## config.mk

```make
export PLATFORM = sky130hd
export DESIGN_NAME = rcl_front
export DESIGN_NICKNAME = d
export VERILOG_FILES = /design/src/rtl/rcl_pkg.sv /design/src/rtl/rcl_front.sv
export SDC_FILE = /design/constraint.sdc
export NUM_CORES = 1
export LEC_CHECK = 0
export ABC_AREA = 1
export BUFFER_PORTS_ARGS = -buffer_cell sky130_fd_sc_hd__buf_2
export CAP_MARGIN = 20
export CELL_PAD_IN_SITES_DETAIL_PLACEMENT = 0
export CELL_PAD_IN_SITES_GLOBAL_PLACEMENT = 1
export CORE_UTILIZATION = 40
export CTS_CLUSTER_SIZE = 25
export DETAILED_ROUTE_END_ITERATION = 12
export GPL_ROUTABILITY_DRIVEN = 0
export HOLD_SLACK_MARGIN = 0.08
export PLACE_DENSITY_LB_ADDON = 0.25
export SLEW_MARGIN = 20
export SYNTH_ARGS = -nofsm -noshare
export SYNTH_HDL_FRONTEND = slang
export SYNTH_SLANG_ARGS = --single-unit
export TNS_END_PERCENT = 5
```

## constraint.sdc

```tcl
create_clock -name clk -period 7.6 [get_ports clk]
set_input_delay 1.14 -clock clk [delete_from_list [all_inputs] [get_ports clk]]
set_output_delay 1.14 -clock clk [all_outputs]
set_load 0.05 [all_outputs]
```

## src/rtl/rcl_pkg.sv

```systemverilog
// ----------------------------------------------------------------------------
// rcl_pkg: shared types and constants of the row cell legalizer
// Widths, the load word that travels from the front end to the back end.
// ----------------------------------------------------------------------------
package rcl_pkg;
  localparam int MaxBlocks = 64;
  localparam int IdxW      = 6;
  localparam int CntW      = 7;
  localparam int PosW      = 24;
  localparam int WidW      = 16;
  localparam int ExtW      = 28;
  localparam int QDepth    = 2;

  localparam logic [1:0] CFG_ROW_LEFT  = 2'd0;
  localparam logic [1:0] CFG_ROW_WIDTH = 2'd1;
  localparam logic [1:0] CFG_TAP_SPACE = 2'd2;
  localparam logic [1:0] CFG_PACK_MODE = 2'd3;

  typedef struct packed {
    logic                   store;
    logic                   last;
    logic signed [PosW-1:0] left;
    logic [WidW-1:0]        width;
    logic                   tap;
  } load_word_t;

  function automatic logic signed [PosW-1:0] sat_pos(input logic signed [ExtW-1:0] v);
    logic signed [ExtW-1:0] hi;
    logic signed [ExtW-1:0] lo;
    begin
      hi = ExtW'(signed'({1'b0, {(PosW-1){1'b1}}}));
      lo = -hi - ExtW'(1);
      if (v > hi) sat_pos = hi[PosW-1:0];
      else if (v < lo) sat_pos = lo[PosW-1:0];
      else sat_pos = v[PosW-1:0];
    end
  endfunction
endpackage

```

## src/rtl/rcl_front.sv

```systemverilog
// ----------------------------------------------------------------------------
// rcl_front: input stage
// Takes cells, counts the row, marks cells beyond the store so that the back
// end drops them, and queues load words for the back end.
// ----------------------------------------------------------------------------
module rcl_front (
  input  logic                            clk,
  input  logic                            rst_n,
  input  logic                            take,
  input  logic signed [rcl_pkg::PosW-1:0] cell_left,
  input  logic [rcl_pkg::WidW-1:0]        cell_width,
  input  logic                            is_tap,
  input  logic                            last_cell,
  input  logic                            pop,
  output logic                            q_valid,
  output logic                            q_full,
  output rcl_pkg::load_word_t             q_word
);
  import rcl_pkg::*;

  load_word_t     q_r [QDepth];
  logic [1:0]     cnt_r, cnt_nxt;
  logic           rd_r, wr_r;
  logic [CntW-1:0] fill_r, fill_nxt;
  load_word_t     w;

  // classify: store only while room remains
  always_comb begin
    w.store = (fill_r < CntW'(MaxBlocks));
    w.last  = last_cell;
    w.left  = cell_left;
    w.width = cell_width;
    w.tap   = is_tap;
    fill_nxt = fill_r;
    if (take) begin
      if (last_cell) fill_nxt = '0;
      else if (w.store) fill_nxt = fill_r + CntW'(1);
    end
    cnt_nxt = cnt_r + 2'(take) - 2'(pop);
  end

  // queue storage
  always_ff @(posedge clk) begin
    if (take) q_r[wr_r] <= w;
  end

  always_ff @(posedge clk) begin
    if (!rst_n) begin
      cnt_r <= '0; rd_r <= 1'b0; wr_r <= 1'b0; fill_r <= '0;
    end else begin
      cnt_r  <= cnt_nxt;
      fill_r <= fill_nxt;
      if (take) wr_r <= ~wr_r;
      if (pop)  rd_r <= ~rd_r;
    end
  end

  assign q_valid = (cnt_r != 2'd0);
  assign q_full  = (cnt_r == 2'(QDepth));
  assign q_word  = q_r[rd_r];
endmodule

```

### After elaboration in Yosys (flattened, before gate mapping)

Memory sizes are Yosys's and may differ from the RTL's. A register that Yosys moved wholly into a read port is not among the register bits.
Cells that the tools add are included.

* add/sub/neg operators: 3
* magnitude comparators: 1
* equality and inequality tests: 1
* mux-type cells: 6
* bitwise gates (word level): 2
* reduce and logical (&&, ||, !) cells: 3

Operator list (number)
* 2-to-1 mux 7 bit: 2
* adder 7 x 1 -> 7 bit, second input constant: 1
* < comparator 7 bit, second input constant: 1
* 2-to-1 mux 1 bit: 4
* nonzero test 2 bit: 2
* adder 2 x 1 -> 2 bit: 1
* equality test 2 bit, second input constant: 1
* inverter 1 bit: 2
* AND reduction 2 bit: 1
* subtractor 2 x 1 -> 2 bit: 1

* bits in registers: 11
* bits in writable memories: 86
* input bits: 46
* memories kept: 1

Memories
* q_r: depth 2, width 43, rd ports 1, clocked after memory_dff 1, wr ports 1, RTL line rcl_front.sv:21 `load_word_t q_r [QDepth];`

### Longest topological paths before layout

* word-level depth: 3
* depth in mapped cells: 7
* gate-level depth less buffers: 7

### Worst setup path before layout

No wires, ideal clock.

* path type: in2reg
* start point: input take
* end point: memory q_r[0][0] in the netlist's numbering, enable pin
* arrival: 2.988 ns
* slack: 4.168 ns
* cell stages on the path: 2
* cells stage by stage: inv_1 nor2_1

* cells in the longest elaborated chain, start to end: 2

Ends and longest elaborated chain
* start: declaration: RTL line rcl_front.sv:9 `input logic take,`
* 2-to-1 mux 1 bit: RTL line rcl_front.sv:44 `if (take) q_r[wr_r] <= w;`
* 2-to-1 mux 1 bit (not written as such): RTL line rcl_front.sv:44
* end: declaration: RTL line rcl_front.sv:21

Every way passes these cells.

==> impl_results.md <==
- Setup Fix Bufs, Post-CTS: 0
- Post-Syn Area: between 3000 and 4000 um2
- Max Fclk: 0.326 GHz
- Worst slew pin tran: between 0.9 and 1 ns
- Largest family of logic cells by synthesized area: multiplexers
- LEAKAGE: between 1.5 and 2 nW
- Die X-Extent: around 100 um
- Post-DP HPWL: 4.04 mm
- Final setup TNS: 0 ns
- Type of destination of the critical path: output port
- Total Power: between 1 and 1.5 mW
- First drt pass iteration count: 6
- Chip height: between 100 and 150 um
- RR Startpoint: wr_r
- Pwr dens: roughly 260 nW/um2
- Post-synthesis cell count: about 220
- Routed vias/inst: roughly 4.5
- Worst Skew: between 0.01 and 0.015 ns
- Commonest non-fill, non-tap cell in the layout: buf_2
- Share of layout cells above drive strength 1: ~51%
- Port buffer count: 90
- Hold_buf cts: 0
- Placed inst area: roughly 4400 um2
- CORE AREA: ~9300 um2
- Distinct cell type count after synthesis: 24
- Avg Synthesized Cell Area: around 18 um2
- Synthesized-area fraction occupied by adder cells: 0.975%
- Clk sink count: 98
- Initial antenna violation count: 1
- RSZ-0062 raised after global routing: no
- Global-route wire length before repair: around 9.6 mm
- Max-slew headroom: 34.7%
- Final number of max-transition violations: 0
- Design Area, Final: ~4700 um2
- Full die area: 10000 um2
- Simple-gate area share of the yosys netlist: ~4.8%
- Register bit total from synthesis: 98
- Critical path launch point type: flop
- Fin crit share: slightly above 40%
- Routed WL: just over 6 mm
- Cts repair resizes: 0
- Nets: between 300 and 400
- Inst Count DP: between 400 and 500
- CTS tree: yes
- CTS Buf Count: 9
- Number of global-route vias before repair: roughly 2k
- Maximum vdd ir drop: 0.110 mV
- Largest net degree at the start of global routing: 45
- Max clock buf depth: 2
- Area grow syn2layout: 21.1%
- Count of final hold-check violations: 0
- Status: finished, final reports clean
- Total global routing overflow: 0
- Min Tclk post-route: 3.07 ns
- Critical Path RT: ~6.5 ns
- Row Count: 35
- Mux cell area share after synthesis: between 15 and 20%
- First DRT Iteration DRCs: 40
- Maxcap violations: 0
- I/O Pins: 91
- Min-delay worst type: flop to flop
- CTS Root Cell: clkbuf_8
- Finish-stage setup viols: 0
- Synthesized Nets: 264
- Post-Synth XOR/XNOR Area: less than 1%
- Clk slew on worst S/H paths: 0.09 ns
- Layout Cells excl Fill: roughly 450
- H-Tree Depth: 3
- ANT nets after route: 0
- Synth warn: 0
- Setup CP Type: flop to output port
- Worst Hold Launch: fill_r[5]
- Register area share after synthesis: 73.3%
- Compound-Gate Fraction of Synth Area: less than 1%
- Most frequent cells in the layout: 90 x buf_2, 86 x edfxtp_1, 40 x mux2_4, 15 x nand2_1, 14 x inv_1
- Vias post-DR: ~2.0k
- Arrival time worst endpoint: roughly 1.9 ns
- Initial Util: between 40 and 50%
- DR DRC count: 0
- Gr usage total: between 10% and 20%
- Clock Latency Late Sink: approximately 0.35 ns
- Drt wl/cell: ~14 um
- Crit Path Max Fanout: 43
-- through the flow --
stage,hold slack [ns],setup WS [ns],utilization (%)
floorplan,0.452,4.17,-
global placement,0.471,4.87,47.8
detailed placement,0.479,4.88,47.8
CTS,0.493,4.47,50.2
global route,0.516,4.41,50.2
finish,0.503,4.53,50.2
-- worst max-delay path: stages, from the launching register on --
cell and delay, ns:
dfxtp_2 0.32, buf_4 0.62, mux2_2 0.41, buf_2 0.21
-- path summary, 6_finish.rpt --
| path | to | slack (ns) | depth (start not counted) |
|---|---|---|---|
| worst max-delay path | q_word[1] | 4.53 | 3 |
| worst min-delay path | fill_r[6] | 0.50 | 2 |
| worst max register to register | q_r[1][30] | 6.02 | 2 |
| worst min register to register | fill_r[6] | 0.50 | 2 |
-- routing by layer --
layer / track usage [%] / vias up / part of all wire (%)
li1: - / 974 / -
met4: 5.69 / 0 / 1.3
met3: 3.06 / 7 / 5.5
met2: 22.1 / 67 / 50
met5: 0 / - / 0
met1: 15.4 / 974 / 43
-- state kept, by name, indices dropped and copies added, names as in the netlist, named ones only --
signal	count
q_r	86
fill_r	7
cnt_r	2
rd_r	1
wr_r	1
-- logic make-up after synthesis --
group	after synthesis
XOR/XNOR	2
multiplexers	43
adder cells (fa/ha/maj)	3
buffers and inverters	23
flip-flops	98
AND/OR/NAND/NOR	39
AO/OA/AOI/OAI	7
-- where the power goes --
| group | internal [mW] | switching (mW) |
|---|---|---|
| registers | 0.616 | 0.00768 |
| logic | 0.0700 | 0.145 |
| clock network | 0.190 | 0.179 |
-- layout make-up --
type                       count  area [um2]
timing repair buffer          92         465
clock inverter                 6        95.1
inverter                      18        67.6
tap                          129         161
sequential                    98        2820
clock buffer                  10         128
fill                         832        4620
multi-input combinational     94         916
antenna                        1        2.50
-- synthesized netlist by cell type --
master    count  share of area (%)
nand2_2       2               0.33
nand3_1       1               0.13
mux2_2        3               0.88
o21ai_1       1               0.13
inv_2         3               0.29
edfxtp_1     86                 67
nor3_1        1               0.13
o21ai_0       2               0.26
dfxtp_1      12                6.2
and2_1        1               0.16
inv_1        15                1.5
nand3_2       1               0.26
xnor2_1       2               0.46
a21oi_1       4               0.52
mux2_4       40                 16
nor2_4        1               0.29
nand4_1       1               0.16
nor2_1       14                1.4
buf_6         4                1.2
nand3b_1      1               0.20
nand2_4       1               0.29
ha_1          3               0.98
buf_2         1               0.13
nand2_1      15                1.5
Power figures use the tool's default switching activity.
